File: src/tun_pkg.sv
// Shared constants, widths and types for the triangle unit normal block.
`timescale 1ns / 1ps
package tun_pkg;
   localparam int COORD_WIDTH_DEF   = 16;
   localparam int OUT_FRAC_BITS_DEF = 14;
   localparam int OUT_WIDTH         = 16;
   localparam int DIFF_MAX          = 31;          // reduced difference width incl. sign
   localparam int NORM_WIDTH        = 31;          // normalized magnitude bits
   localparam int SUM_WIDTH         = 64;          // sum of squares
   localparam int ROOT_WIDTH        = 32;
   localparam int SQRT_STEPS        = 32;          // one result bit per cell

   typedef struct packed {
      logic [NORM_WIDTH-1:0] mag_x;
      logic [NORM_WIDTH-1:0] mag_y;
      logic [NORM_WIDTH-1:0] mag_z;
      logic                  neg_x;
      logic                  neg_y;
      logic                  neg_z;
      logic                  degen;
   } vec_type;

   // Token carried by the root cells.
   typedef struct packed {
      logic                  valid;
      vec_type               vec;
      logic [SUM_WIDTH-1:0]  rem;
      logic [ROOT_WIDTH-1:0] root;
      logic [SUM_WIDTH-1:0]  src;
   } sqrt_tok_type;
endpackage

File: src/tun_div_cell.sv
// One restoring divider cell: one quotient bit per stage, three lanes.
`timescale 1ns / 1ps
module tun_div_cell import tun_pkg::*; #(
   parameter int QW = 16
) (
   input  logic                  clock,
   input  logic                  reset,
   input  logic                  advance,
   input  logic                  valid_i,
   input  logic [3*(ROOT_WIDTH+1)-1:0] rem_i,
   input  logic [3*QW-1:0]       quo_i,
   input  logic [3*(NORM_WIDTH+QW)-1:0] num_i,
   input  logic [ROOT_WIDTH-1:0] div_i,
   input  vec_type               vec_i,
   output logic                  valid_o,
   output logic [3*(ROOT_WIDTH+1)-1:0] rem_o,
   output logic [3*QW-1:0]       quo_o,
   output logic [3*(NORM_WIDTH+QW)-1:0] num_o,
   output logic [ROOT_WIDTH-1:0] div_o,
   output vec_type               vec_o
);
   localparam int RW = ROOT_WIDTH + 1;
   localparam int NW = NORM_WIDTH + QW;
   logic                 valid_ff;
   logic [3*RW-1:0]      rem_ff, rem_in;
   logic [3*QW-1:0]      quo_ff, quo_in;
   logic [3*NW-1:0]      num_ff, num_in;
   logic [ROOT_WIDTH-1:0] div_ff;
   vec_type              vec_ff;
   logic [RW:0]          sh [3];

   always_comb begin
      for (int k = 0; k < 3; k++) begin
         sh[k] = {rem_i[k*RW +: RW], num_i[k*NW + NW - 1]};
         num_in[k*NW +: NW] = {num_i[k*NW +: NW-1], 1'b0};
         if (sh[k] >= {2'b00, div_i}) begin
            rem_in[k*RW +: RW] = RW'(sh[k] - {2'b00, div_i});
            quo_in[k*QW +: QW] = {quo_i[k*QW +: QW-1], 1'b1};
         end else begin
            rem_in[k*RW +: RW] = RW'(sh[k]);
            quo_in[k*QW +: QW] = {quo_i[k*QW +: QW-1], 1'b0};
         end
      end
   end

   always_ff @(posedge clock) begin
      if (reset) begin
         valid_ff <= 1'b0;
      end else if (advance) begin
         valid_ff <= valid_i;
      end
      if (advance) begin
         rem_ff <= rem_in;
         quo_ff <= quo_in;
         num_ff <= num_in;
         div_ff <= div_i;
         vec_ff <= vec_i;
      end
   end
   assign valid_o = valid_ff;
   assign rem_o   = rem_ff;
   assign quo_o   = quo_ff;
   assign num_o   = num_ff;
   assign div_o   = div_ff;
   assign vec_o   = vec_ff;
endmodule

File: config.mk
export PLATFORM = sky130hd
export DESIGN_NAME = tun_div_cell
export DESIGN_NICKNAME = d
export VERILOG_FILES = /design/src/tun_pkg.sv /design/src/tun_div_cell.sv
export SDC_FILE = /design/constraint.sdc
export NUM_CORES = 1
export LEC_CHECK = 0
export BUFFER_PORTS_ARGS = -buffer_cell sky130_fd_sc_hd__clkbuf_2
export CORE_AREA = 5 5 328 330
export CTS_BUF_LIST = sky130_fd_sc_hd__clkbuf_8
export DETAILED_ROUTE_END_ITERATION = 16
export DIE_AREA = 0 0 333 335
export PLACE_DENSITY_LB_ADDON = 0.15
export SLEW_MARGIN = 15
export SYNTH_ARGS = -nofsm -noshare
export SYNTH_HDL_FRONTEND = slang
export SYNTH_SLANG_ARGS = --single-unit
export TNS_END_PERCENT = 100
File: constraint.sdc
create_clock -name clock -period 4.1 [get_ports clock]
set_input_delay 0.41 -clock clock [delete_from_list [all_inputs] [get_ports clock]]
set_output_delay 0.41 -clock clock [all_outputs]
set_load 0.01 [all_outputs]
# --- Yosys cells after proc, flatten, opt, wreduce, memory -nomap -nowiden ---
# Cells that the tools add are included.
classes:
  add_sub_neg: 3
  magnitude_cmp: 3
  mux: 6
op_table:
  columns: ["op", "n"]
  rows:
  - ["34-bit by 32-bit greater-or-equal comparator with 1-bit output", 3]
  - ["33-bit 2-to-1 mux", 3]
  - ["33-bit by 32-bit subtractor with 33-bit output", 3]
  - ["1-bit 2-to-1 mux", 3]
word_totals:
  elab_cells: 24
  reg_bits: 415
  in_bits: 421
  out_inout_bits: 418

# --- Longest topological paths before layout ---
depth:
  ltp_word: 2
  ltp_mapped: 14
  mapped_depth_nobuf: 13

# --- Worst setup path after synthesis ---
# OpenSTA, ideal clock, no wires.
synth_timing:
  kind: "input port to flip-flop"
  from: "input num_i[140]"
  to: "register rem_ff[70], in the netlist rem_o[70] (data pin)"
  setup_ns: 0.260
  n_path_buf: 1
  arrival_ns: 3.054
  t_required_ns: 3.840
  cell_stages: 13
  setup_slack_ns: 0.787
  path_cell_list: "inv_1 -> ha_1 -> inv_1 -> fa_1 -> a21o_1 -> a31oi_1 -> o21ai_1 -> o211a_1 -> nor4_1 -> nor4_1 -> nor2_1 -> buf_2 -> mux2_2"
synth_via:
  elab_chain_len: 2
  word_cells_on_any_way: 3
  classes_between: "add/sub: 1; order compare: 1; mux: 1"
synth_rtl:
  columns: ["element", "line_no", "source"]
  rows:
  - ["start, declared", "tun_div_cell.sv:12", "input logic [3*(NORM_WIDTH+QW)-1:0] num_i,"]
  - ["33-bit by 32-bit subtractor with 33-bit output / 34-bit by 32-bit greater-or-equal comparator with 1-bit output (equally long branches)", "tun_div_cell.sv:37, tun_div_cell.sv:36", null]
  - ["33-bit 2-to-1 mux *", "tun_div_cell.sv:36", "if (sh[k] >= {2'b00, div_i}) begin"]
  - ["net rem_in[70]", "tun_div_cell.sv:25", "logic [3*RW-1:0] rem_ff, rem_in;"]
  - ["end signal, assigned", "tun_div_cell.sv:53", "rem_ff <= rem_in;"]
  - ["end, declared", "tun_div_cell.sv:25", null]
# The timed path passes the listed nets; every way through them passes the cells marked *.
# A chain may end at the register's enable or synchronous reset.

# --- Worst setup path in the final report ---
layout_timing:
  from: "input div_i[0]"
  to: "register rem_ff[9], in the netlist rem_o[9] (data pin)"
layout_via:
  elab_chain_len: 2
  word_cells_on_any_way: 3
  classes_between: "add/sub: 1; order compare: 1; mux: 1"
layout_rtl:
  columns: ["element", "line_no", "source"]
  rows:
  - ["start, declared", "tun_div_cell.sv:13", "input logic [ROOT_WIDTH-1:0] div_i,"]
  - ["33-bit by 32-bit subtractor with 33-bit output / 34-bit by 32-bit greater-or-equal comparator with 1-bit output (equally long branches)", "tun_div_cell.sv:37, tun_div_cell.sv:36", null]
  - ["33-bit 2-to-1 mux *", "tun_div_cell.sv:36", null]
  - ["net rem_in[9]", "tun_div_cell.sv:25", null]
# Marked as above.

==> results.cfg <==
[clock_tree]
cts_tree = yes
worstSkewPairLatency_ps = 690
cts_resized = 0
ctsHtreeMaxLevel = 3
cts_buffers = 83
clock_path_buffers = 3
cts_root_buf = clkbuf_8
post-cts-setup-buffers = 0
clkSlewWorstSetupHoldPaths_ps = 50
clkSinkCount = 415
cts_hold_buf = 390

[routing]
ant_nets = 0
avgViaCountPerCell = 4.11
drt_iter0_drc = 871
via_count = 17006
drc = 0
wl_mm = 90.9
wl_per_cell_um = 21.9
dr.pass1.iters = 5

[logic_synthesis]
synth_edf_count = 414
ys_dominant_reg_cell = edfxtp_1
synthMuxAreaShare_pct = 3.37
synth-seq-cells = 415
avgSynthCellArea_sq_um = 13.9
synth.cell_area_sq_um = 19100
netlist_instances = 1377
synth_top_family_by_area = compound AO/OA/AOI/OAI gates
yosysSeqAreaShare_pct = 65.1
synth_compound_area_share_pct = 12.9
ys_types = 68
synthAdderAreaFrac_pct = 6.59
synth-async-reset-ratio_pct = 0
synth-xor-area-share_pct = 3.07
synthSimpleGateAreaFrac_pct = 6.61
ys_warn_count = 0

[power_and_ir_drop]
swShare_pct = 30.0
ir_worst_vdd_uv = 208
power_switching_mw = 3.58
finalPower_mw = 11.9
pwr-share-seq_pct = 44.5
power_density_nw_per_um2 = 389
p_comb_share_pct = 22.5
p_leak_nw = 13.3
clockPowerShare_pct = 33.0
intPower_mw = 8.36

[sta]
slew_violations = 0
skew_ps = 0
fin_ws_ps = 441
period_needed_ps = 3660
max_slew_margin_pct = 37.5
setup_viol = 0
timing.fmax_ghz = 0.273
final_hold_viol_count = 0
setup_tns_ps = 0
period_share_pct = 89.2
worst_pin_slew_ps = 937
holdWs_ps = 89.4
rsz0062_at_grt = false

[final_layout]
multi_input_area_sq_um = 6240
layout-drive-gt1-share_pct = 36.9
layout_commonest_cell = clkbuf_2
final_cell_mix = clkbuf_2 (831), edfxtp_1 (414), dlygate4sd3_1 (390)
final_core_util_pct = 29.4
areaGrowthSynthToFinish_pct = 60.4
nets = 3201
fill_cells = 10894
seq_area_sq_um = 12500
fin_area_sq_um = 30700
layout.cells.non_filler = 4141

[global_routing]
grt.met3_usage_pct = 5.96
grt_max_degree = 87
grt_pass1_wl_mm = 128
met1_usage_pct = 17.7
use_met2_pct = 27.0
grt_antenna_before_repair = 24
grt.busiest_layer = met2
grt_pass1_vias = 18043
track_usage_pct = 15.5
gr-total-overflow = 0

[worst_setup_path]
critPathLaunchType = primary input
cp_num_buf_inv = 5
critPathKind = primary input to flip-flop
crit_fanout = 27
crit_family = compound AO/OA/AOI/OAI gates
rr_startpoint = valid_o
crit_arrival_ps = 4080
max_stage_delay_ps = 520
path_cells = dlygate4sd3_1 > clkbuf_2 > ha_1 > inv_1 > fa_1 > a21oi_1 > o21ai_1 > a311oi_1 > o31ai_1 > a211oi_1 > a21o_1 > inv_2 > buf_12 > mux2_1
required_ps = 4520
cp-end-kind = flip-flop
worstSetupStartpoint = div_i[0]
worst_path_max_delay_cell = dlygate4sd3_1

[floorplanning]
start_util_pct = 18.3
core-area_sq_um = 105000
die_height_um = 335
ios = 839
dieArea_sq_um = 112000
die_w_um = 333
rows = 119

[placed_design]
dp_cells = 3597
placed_area_sq_um = 25300
gp_congestion = 0.846
place_ws_ps = 281
dp_hpwl_mm = 73.6
portBuffers = 832

[worst_hold_path]
min_from = rem_i[45]
worst_hold_path_type = primary input to flip-flop

[run]
cap_violations = 0

[run_status]
status = complete, no violations
## metal layers
| layer | up-vias | wire [um] | part of all wire (%) |
|---|---|---|---|
| met5 | - | 84 | 0.092 |
| met1 | 8236 | 35500 | 39 |
| met4 | 14 | 2140 | 2.4 |
| li1 | 7996 | - | - |
| met2 | 649 | 44900 | 49 |
| met3 | 111 | 8260 | 9.1 |
## layout make-up
cell class / count / share of cell area, %
flip-flops and latches: 415 / 40.6
repair buffers: 1261 / 27.7
multi-input cells: 855 / 20.3
well taps: 1391 / 5.67
clock buffers: 84 / 3.77
clock inverters: 62 / 1.08
inverters: 65 / 0.795
diodes: 8 / 0.0652
## registers in the layout (all words and copies together) (netlist names)
name     flops
num_o      138
vec_o       97
div_o       32
rem_o       99
quo_o       48
valid_o      1
## power groups by stage
stage          combinational [mW]  sequential (mW)  clock, mW
4_1_cts                      2.75             5.33       4.19
2_1_floorplan               0.914             5.61          0
5_1_grt                      2.92             5.36       4.35
6_report                     2.68             5.32       3.94
3_5_place_dp                 2.39             5.40          0
3_3_place_gp                 2.40             5.40          0
## worst reg2reg max path: stages, from the launching register on
cell and delay, ps:
dfxtp_1 310, mux2i_1 130, nor2_1 50, dlygate4sd3_1 540
## synth_stat cells, types with 4 or more instances
cell type  number  area (sq um)
edfxtp_1      414         12400
ha_1           96          1200
a21oi_1        91           455
nand2_1        68           255
inv_1          63           236
nor2_1         59           221
a21o_1         53           398
o21ai_0        52           260
xnor2_1        47           412
nand3_1        32           160
mux2_1         30           338
clkbuf_1       29           109
o21a_1         29           218
mux2_2         22           248
a31oi_1        20           125
xor2_1         20           175
nor3_1         17          85.1
o31ai_1        17           128
a211oi_1       16           120
nand4_1        12          75.1
o21bai_1       12          90.1
and3_1         11          68.8
o211ai_1       11          82.6
o21ai_1        11          55.1
buf_2           9          45.0
nor4_1          9          56.3
a31o_2          7          61.3
and4_1          7          61.3
nor3b_1         7          52.6
or3_1           7          43.8
a211o_1         6          52.6
mux2i_1         6          60.1
or2_2           6          37.5
a2111oi_0       5          43.8
a311oi_1        5          43.8
and2_1          5          31.3
nand2b_1        5          31.3
o211a_1         5          50.1
o31a_1          5          43.8
a21boi_0        4          30.0
nor2b_1         4          25.0
## path summary, 6_finish.rpt
path / to / slack, ps / cells after the start
setup / recovery: rem_o[9] / 440 / 14
hold / removal: rem_o[46] / 90 / 3
setup reg to reg: valid_o / 2960 / 3
hold reg to reg: valid_o / 1040 / 3
## cell families after synthesis
group	Yosys count
muxes	58
adders and majority gates	99
buffers and inverters	109
xor gates and xnor gates	67
AOI/OAI and AO/OA	372
and+or+nand+nor	256
DFF	415
other	1
No activity file was read; power rests on OpenSTA's default activity.
