## config.mk

```make
export PLATFORM = sky130hd
export DESIGN_NAME = tun_sqrt_cell
export DESIGN_NICKNAME = d
export VERILOG_FILES = /design/src/tun_pkg.sv /design/src/tun_sqrt_cell.sv
export SDC_FILE = /design/constraint.sdc
export NUM_CORES = 1
export LEC_CHECK = 0
export BUFFER_PORTS_ARGS = -buffer_cell sky130_fd_sc_hd__buf_2
export CAP_MARGIN = 40
export CORE_AREA = 4 4 199 201
export CTS_CLUSTER_SIZE = 40
export DETAILED_ROUTE_END_ITERATION = 12
export DIE_AREA = 0 0 203 205
export HOLD_SLACK_MARGIN = 0.02
export PLACE_DENSITY = 0.52
export SLEW_MARGIN = 0
export SYNTH_ARGS = -nofsm -noshare
export SYNTH_HDL_FRONTEND = slang
export SYNTH_SLANG_ARGS = --single-unit
```

## constraint.sdc

```tcl
create_clock -name clock -period 6.1 [get_ports clock]
set_clock_uncertainty 0.1 [all_clocks]
set_input_delay 0.61 -clock clock [delete_from_list [all_inputs] [get_ports clock]]
set_output_delay 0.61 -clock clock [all_outputs]
set_load 0.01 [all_outputs]
```

## src/tun_pkg.sv

```systemverilog
// Shared constants, widths and types for the triangle unit normal block.
`timescale 1ns / 1ps
package tun_pkg;
   localparam int COORD_WIDTH_DEF   = 16;
   localparam int OUT_FRAC_BITS_DEF = 14;
   localparam int OUT_WIDTH         = 16;
   localparam int DIFF_MAX          = 31;          // reduced difference width incl. sign
   localparam int NORM_WIDTH        = 31;          // normalized magnitude bits
   localparam int SUM_WIDTH         = 64;          // sum of squares
   localparam int ROOT_WIDTH        = 32;
   localparam int SQRT_STEPS        = 32;          // one result bit per cell

   typedef struct packed {
      logic [NORM_WIDTH-1:0] mag_x;
      logic [NORM_WIDTH-1:0] mag_y;
      logic [NORM_WIDTH-1:0] mag_z;
      logic                  neg_x;
      logic                  neg_y;
      logic                  neg_z;
      logic                  degen;
   } vec_type;

   // Token carried by the root cells.
   typedef struct packed {
      logic                  valid;
      vec_type               vec;
      logic [SUM_WIDTH-1:0]  rem;
      logic [ROOT_WIDTH-1:0] root;
      logic [SUM_WIDTH-1:0]  src;
   } sqrt_tok_type;
endpackage

```

## src/tun_sqrt_cell.sv

```systemverilog
// One restoring square-root cell: resolves one root bit per stage.
`timescale 1ns / 1ps
module tun_sqrt_cell import tun_pkg::*; (
   input  logic         clock,
   input  logic         reset,
   input  logic         advance,
   input  sqrt_tok_type tok_i,
   output sqrt_tok_type tok_o
);
   sqrt_tok_type tok_ff, tok_in;
   logic [SUM_WIDTH+1:0] rem_sh, trial;

   always_comb begin
      tok_in = tok_i;
      rem_sh = {tok_i.rem, tok_i.src[SUM_WIDTH-1 -: 2]};
      trial  = {{(SUM_WIDTH-ROOT_WIDTH){1'b0}}, tok_i.root, 2'b01};
      tok_in.src = {tok_i.src[SUM_WIDTH-3:0], 2'b00};
      if (rem_sh >= trial) begin
         tok_in.rem  = SUM_WIDTH'(rem_sh - trial);
         tok_in.root = {tok_i.root[ROOT_WIDTH-2:0], 1'b1};
      end else begin
         tok_in.rem  = SUM_WIDTH'(rem_sh);
         tok_in.root = {tok_i.root[ROOT_WIDTH-2:0], 1'b0};
      end
   end

   always_ff @(posedge clock) begin
      if (reset) begin
         tok_ff.valid <= 1'b0;
      end else if (advance) begin
         tok_ff.valid <= tok_in.valid;
      end
      if (advance) begin
         tok_ff.vec  <= tok_in.vec;
         tok_ff.rem  <= tok_in.rem;
         tok_ff.root <= tok_in.root;
         tok_ff.src  <= tok_in.src;
      end
   end
   assign tok_o = tok_ff;
endmodule

```

==> Yosys cells after proc, flatten, opt, wreduce, memory -nomap -nowiden <==
Index checks and enable logic that the tools add are counted.
Widths: inputs -> output; s select.
{ "classes": {"n_addsub": 1, "n_lt_le_gt_ge": 1, "muxes": 1} }
{ "op_table": {"columns": ["op", "n"], "rows": [
  ["$mux 96", 1],
  ["$ge 66x34->1", 1],
  ["$sub 64x34->64", 1]
]} }
{ "totals": {"ff_bits": 256, "in_bits": 261, "output_inout_bits": 258} }

==> Longest topological paths before layout <==
Gate-level depths: netlist (run 1).
{ "depth": {"ltp_word": 2, "mapped_depth": 12} }

==> Least setup slack after synthesis (run 1) <==
No wires, ideal clock.
{ "synth_timing": {"kind": "input-to-reg", "startpoint": "in tok_i[69] in the netlist's numbering", "endpoint": "reg tok_ff, in the netlist tok_o[158], data pin", "setup_ns": 0.262, "t_arrival_ns": 2.828, "required_time_ns": 5.738, "path_slack_ns": 2.910, "path_stages": 11, "n_path_buf": 1, "path_cell_list": "inv_1 ha_1 a21oi_1 o21ai_0 a221oi_2 a2111oi_4 or3b_1 or2_1 buf_4 nor3_2 xor2_1"} }
{ "synth_rtl": {"columns": ["element", "line", "source"], "rows": [
  ["from (decl)", "tun_sqrt_cell.sv:7", "input sqrt_tok_type tok_i,"],
  ["to (decl)", "tun_sqrt_cell.sv:10", "sqrt_tok_type tok_ff, tok_in;"]
]} }

==> results of run 1 <==
==> area by class of cell <==
| class | instances | area share |
|---|---|---|
| Inverter | 45 | 0.0112 |
| Antenna cell | 2 | 0.000333 |
| Sequential cell | 256 | 0.511 |
| Clock buffer | 31 | 0.0502 |
| Multi-Input combinational cell | 435 | 0.198 |
| Timing Repair Buffer | 520 | 0.174 |
| Tap cell | 511 | 0.0425 |
| Clock inverter | 24 | 0.0124 |
==> cells in the mapped netlist, types with 7 or more instances <==
cell | instances | area, um^2
edfxtp_1 | 255 | 7660
a21oi_1 | 62 | 310
nor2_1 | 62 | 233
inv_1 | 45 | 169
nand2_1 | 43 | 161
ha_1 | 34 | 425
xnor2_1 | 32 | 280
xor2_1 | 29 | 254
o21ai_0 | 23 | 115
nand4_1 | 19 | 119
buf_2 | 15 | 75.1
nor3_1 | 15 | 75.1
nand3_1 | 13 | 65.1
mux2_2 | 8 | 90.1
buf_4 | 7 | 52.6
o21bai_1 | 7 | 52.6
==> metrics by stage <==
step | util | std cells | power (mW) | hold slack [ps]
2_1_floorplan | - | 763 | 2.52 | 428
3_3_place_gp | 0.375 | 1767 | 2.91 | 376
3_5_place_dp | 0.375 | 1767 | 2.92 | 400
4_1_cts | 0.400 | 1822 | 4.65 | 48.5
5_1_grt | 0.400 | 1822 | 4.78 | 64.1
6_report | 0.400 | 1824 | 4.57 | 80.0
==> cell families after synthesis <==
kind of cell,share of synthesized area
AOI/OAI and AO/OA,0.0752
xor gates and xnor gates,0.0487
adders and majority gates,0.0388
buffers and inverters,0.0294
DFF,0.699
muxes,0.00912
other,0.000342
and+or+nand+nor,0.0991
==> final timing paths <==
check / start / to
worst max-delay path: tok_i[136] / tok_o[103]
worst min-delay path: reset / tok_o[257]
worst max register to register: tok_o[257] / tok_o[257]
worst min register to register: tok_o[257] / tok_o[257]
==> power breakdown <==
group | internal, mW | switching [mW]
Combinational | 0.280 | 0.428
Clock | 0.947 | 0.752
Sequential | 2.12 | 0.0391
==> metal layers <==
layer	vias up	GRT usage
met3	85	0.0674
met4	32	0.0487
met2	338	0.321
li1	3913	-
met5	-	0
met1	3958	0.214
==> run metrics, run 1 <==
WP buf/inv=2; final HPWL from detailed placement=33000 um; CTS Root Cell=clkbuf_16; Post-Syn Instances=762; Seq. cell area=7680 um^2; Core ar.=37600 um^2; largest net degree at the start of global routing=105; WL/cell=22.5 um; worst-path maximum fanout=40; Synth Flop Type=edfxtp_1; Final Worst Setup Slack=2660 ps; Final min period=3440 ps; Starting DRT DRC Count=469; Max transition margin=0.414; commonest non-fill, non-tap cell in the layout=buf_2; Via density=4.56; area occupied by multi-input gates=2980 um^2; Setup Buffers After CTS=0; drt first pass iters=5; Total GRT Usage=0.184; Required @ worst endpoint=6310 ps; Largest register FFs=256; CTS Hold Bufs=0; EDFF count, synth=255; final worst-path cycle share=0.563; setup violators final=0; critical-path cell list=buf_2 > nor3_1 > nand3_1 > nor4_2 > o211ai_1 > or3_4 > buf_4 > mux2_2; Crit path max-delay family=simple AND/OR/NAND/NOR gates; starting density of the core=0.292; Max stage delay on crit path=630 ps; mean post-synth cell area=14.4 um^2; DRC Markers=0; gpl congestion=0.832; initial antenna violation count=25; clk slew on worst S/H paths=60 ps; worst-margin pin slew=878 ps; CP arrival=3640 ps; Synth cell types=64; Slew Limit Fails=0; final hold vios=0; met2 wire length=20600 um; R2R Setup Slk=5420 ps; crit start category=input port; Die X=203 um; maxcap violations=0; vias in the first global route=8315; HP Class=input port to flip-flop; layout net count=1583; CP Class=input port to flip-flop; PwrDens=304 nW/um^2; worst-skew pair later-pin latency=580 ps; Filler Cell Count=3711; share of layout cells above drive strength 1=0.459; final instance area=15000 um^2; die area=41600 um^2; Achievable Freq=291 MHz; final wirelength=41000 um; LEAKAGE=6.31 nW; DP Area=14100 um^2; Area growth, synth to finish=37.0%; Seq/Total Area, Yosys=0.699; via count=8326; Max rail drop VDD=0.181 mV; Die Ht=205 um; post-route ant nets=0; R2R depth=2; number of buffers created by CTS=30; Worst path depth=8; post_cts resized=0; Yosys reg bits=256; first-pass GRT wire length=56800 um; # rows=71; PortBufs=516; RSZ-0062 raised after global routing=no; CTS sink cnt=256; Post-Place Worst Slack=2010 ps; wl on met1=15400 um; Syn. warnings=0; detailed-routed wire length on met3=3770 um; io pins=519; WHS Path Cells=2; ys async rst share=0; Slowest-stage cell, CP=nor3_1; CTS tree=yes; htree depth=1; outcome=completed; setup TNS=0 ps; CTS Buffer Depth=3; commonest non-fill, non-tap cells in the layout=buf_2 (515), edfxtp_1 (255), nor2_1 (62), a21oi_1 (62), inv_1 (45); CP Capture Type=flip-flop; max layer used=met5; gr ovfl total=0; post-synthesis cell area=11000 um^2
No activity file was read; power rests on OpenSTA's default activity.
==> inputs of run 2 (changes only) <==
--- a/config.mk
+++ b/config.mk
@@ -12,7 +12,7 @@
 export DETAILED_ROUTE_END_ITERATION = 12
 export DIE_AREA = 0 0 203 205
 export HOLD_SLACK_MARGIN = 0.02
-export PLACE_DENSITY = 0.52
+export PLACE_DENSITY = 0.54
 export SLEW_MARGIN = 0
 export SYNTH_ARGS = -nofsm -noshare
 export SYNTH_HDL_FRONTEND = slang
==> constraint.sdc (replaced) <==
create_clock -name clock -period 2.8 [get_ports clock]
set_clock_uncertainty 0.1 [all_clocks]
set_input_delay 0.28 -clock clock [delete_from_list [all_inputs] [get_ports clock]]
set_output_delay 0.28 -clock clock [all_outputs]
set_load 0.01 [all_outputs]
==> run 2 against run 1 <==
Compared with the run above: global-route usage rose by 1.9 points; worst hold slack got worse by 28 ps; die area did not move; largest power group unchanged; highest routed layer unchanged.
==> run metrics, run 2 (same netlist as run 1, synthesis figures left out) <==
Filler Cell Count=3331 (-10%); io pins=519 (unchanged); hold_sp=tok_i[134]; CP startpoint=tok_i[64]; CP Class=input port to flip-flop; CP Capture Type=flip-flop; die area=41600 um^2 (unchanged); Post-Place Worst Slack=-558 ps (-2570 ps); via count=10.1k (+21%); Final min period=2730 ps; R2R Setup Slk=1470 ps (-3950 ps); Starting DRT DRC Count=495 (+5.5%); DP Area=15500 um^2 (+9.9%); drt first pass iters=6 (+1); Endpoint, Worst Hold=tok_o[136]; Achievable Freq=366 MHz; Via density=4.49 (-1.7%); layout net count=2000 (+26%); Die X=203 um (unchanged); htree depth=1 (unchanged); share of layout cells above drive strength 1=0.459 (about the same); Seq. cell area=7680 um^2 (unchanged); final wirelength=45400 um (+11%); CTS Root Cell=clkbuf_16; setup TNS=0 ps (unchanged); commonest non-fill, non-tap cells in the layout=buf_2 (514), edfxtp_1 (255), dlygate4sd3_1 (238); vias in the first global route=10.4k (+25%); WHS Path Cells=3 (+1); # rows=71 (unchanged); final worst-path cycle share=0.976; Final Worst Setup Slack=66.5 ps (-2600 ps); r2r startpoint=tok_o[257]; commonest non-fill, non-tap cell in the layout=buf_2; Total GRT Usage=0.202 (+0.0186); final instance area=19000 um^2 (+26%); post-route ant nets=0 (unchanged); CTS Buffer Depth=3 (unchanged); LEAKAGE=8.21 nW (+30%); Max rail drop VDD=0.389 mV (+110%); Slew Limit Fails=0 (unchanged); clk slew on worst S/H paths=60 ps (about the same); final hold vios=0 (unchanged); Core ar.=37600 um^2 (unchanged); number of buffers created by CTS=29 (-3.3%); area occupied by multi-input gates=3150 um^2 (+5.8%); initial antenna violation count=17 (-32%); CTS sink cnt=256 (unchanged); RR Endpoint=tok_o[257]; outcome=completed; gr ovfl total=0 (unchanged); gpl congestion=0.844 (+1.4%); starting density of the core=0.292 (unchanged); setup violators final=0 (unchanged); crit start category=input port; largest net degree at the start of global routing=68 (-35%); PwrDens=549 nW/um^2 (+81%); PortBufs=516 (unchanged); worst-path maximum fanout=6 (-85%); R2R depth=3 (+1); Core Util, Final=0.506 (+0.105); Die Ht=205 um (unchanged); first-pass GRT wire length=63900 um (+13%); maxcap violations=0 (unchanged); WL/cell=20.2 um (-9.9%); worst-margin pin slew=589 ps (-289 ps); HP Class=input port to flip-flop; Area growth, synth to finish=73.1%; CP arrival=2930 ps (-710 ps); Required @ worst endpoint=2990 ps (-3320 ps); final HPWL from detailed placement=33500 um (+1.6%); Max transition margin=0.607 (+0.193); CTS tree=yes; Largest register FFs=256 (unchanged); DRC Markers=0 (unchanged); worst-skew pair later-pin latency=550 ps (-30 ps)
run 2: cell count changes in the layout (fill, tap and decap cells not counted), sizes merged:
cell,change
clkinvlp,-4
buf,+178
inv,+3
clkinv,-3
diode,+5
clkbuf,+5
dlygate4sd3,+238
run 2: metal layers:
layer  share of wire  up-vias  global-route usage
li1                -     4761                   -
met1            0.39     4799               0.240
met2            0.49      401               0.344
met3           0.068      101              0.0508
met4           0.049       18              0.0987
met5          0.0029        -                   0
run 2: layout make-up:
type	count	area share
tap	511	0.0337
inverter	45	0.00889
clock inverter	20	0.00711
antenna	7	0.000922
clock buffer	34	0.0392
sequential	256	0.404
timing repair buffer	938	0.340
multi-input combinational	435	0.166
run 2: what timing repair did:
action / CTS / global route
cloned: 0 / 2
buffers inserted: 0 / 2
resized for setup: 3 / 25
hold buffers: 238 / 0
endpoints found under the setup margin: 1 / 54
hold endpoints to repair: 237 / 0
pin swaps: 1 / 11
run 2: worst max-delay path by stage:
stage                 endpoint  slack, ps  depth (start not counted)
floorplan           tok_o[158]        -20                         12
global placement    tok_o[135]       -590                         11
detailed placement  tok_o[152]       -560                         11
CTS                  tok_o[98]          8                         12
global route        tok_o[133]        -20                         14
finish              tok_o[155]         70                         12
run 2: power breakdown:
part / total (mW) / switching [mW] / internal, mW
Combinational: 2.13 / 1.07 / 1.06
Clock: 3.58 / 1.58 / 2.00
Sequential: 4.72 / 0.0947 / 4.63
Total: 10.4 / 2.75 / 7.68
run 2: worst max-delay path, cell delays in order:
cell and delay (ps):
buf_4 110, inv_2 50, ha_4 280, and2b_1 170, o2111ai_2 190, a2111o_1 510, a2111oi_4 410, or3_4 280
nand4_4 160, buf_12 190, nor4_4 210, xor2_1 90
run 2: through the flow:
step	cells	hold WS (ps)	total power, mW
finish	2246	52.3	10.4
global route	2243	48.2	10.9
CTS	2235	22.1	10.5
detailed placement	1943	353	6.61
global placement	1943	344	6.61
floorplan	763	252	5.50
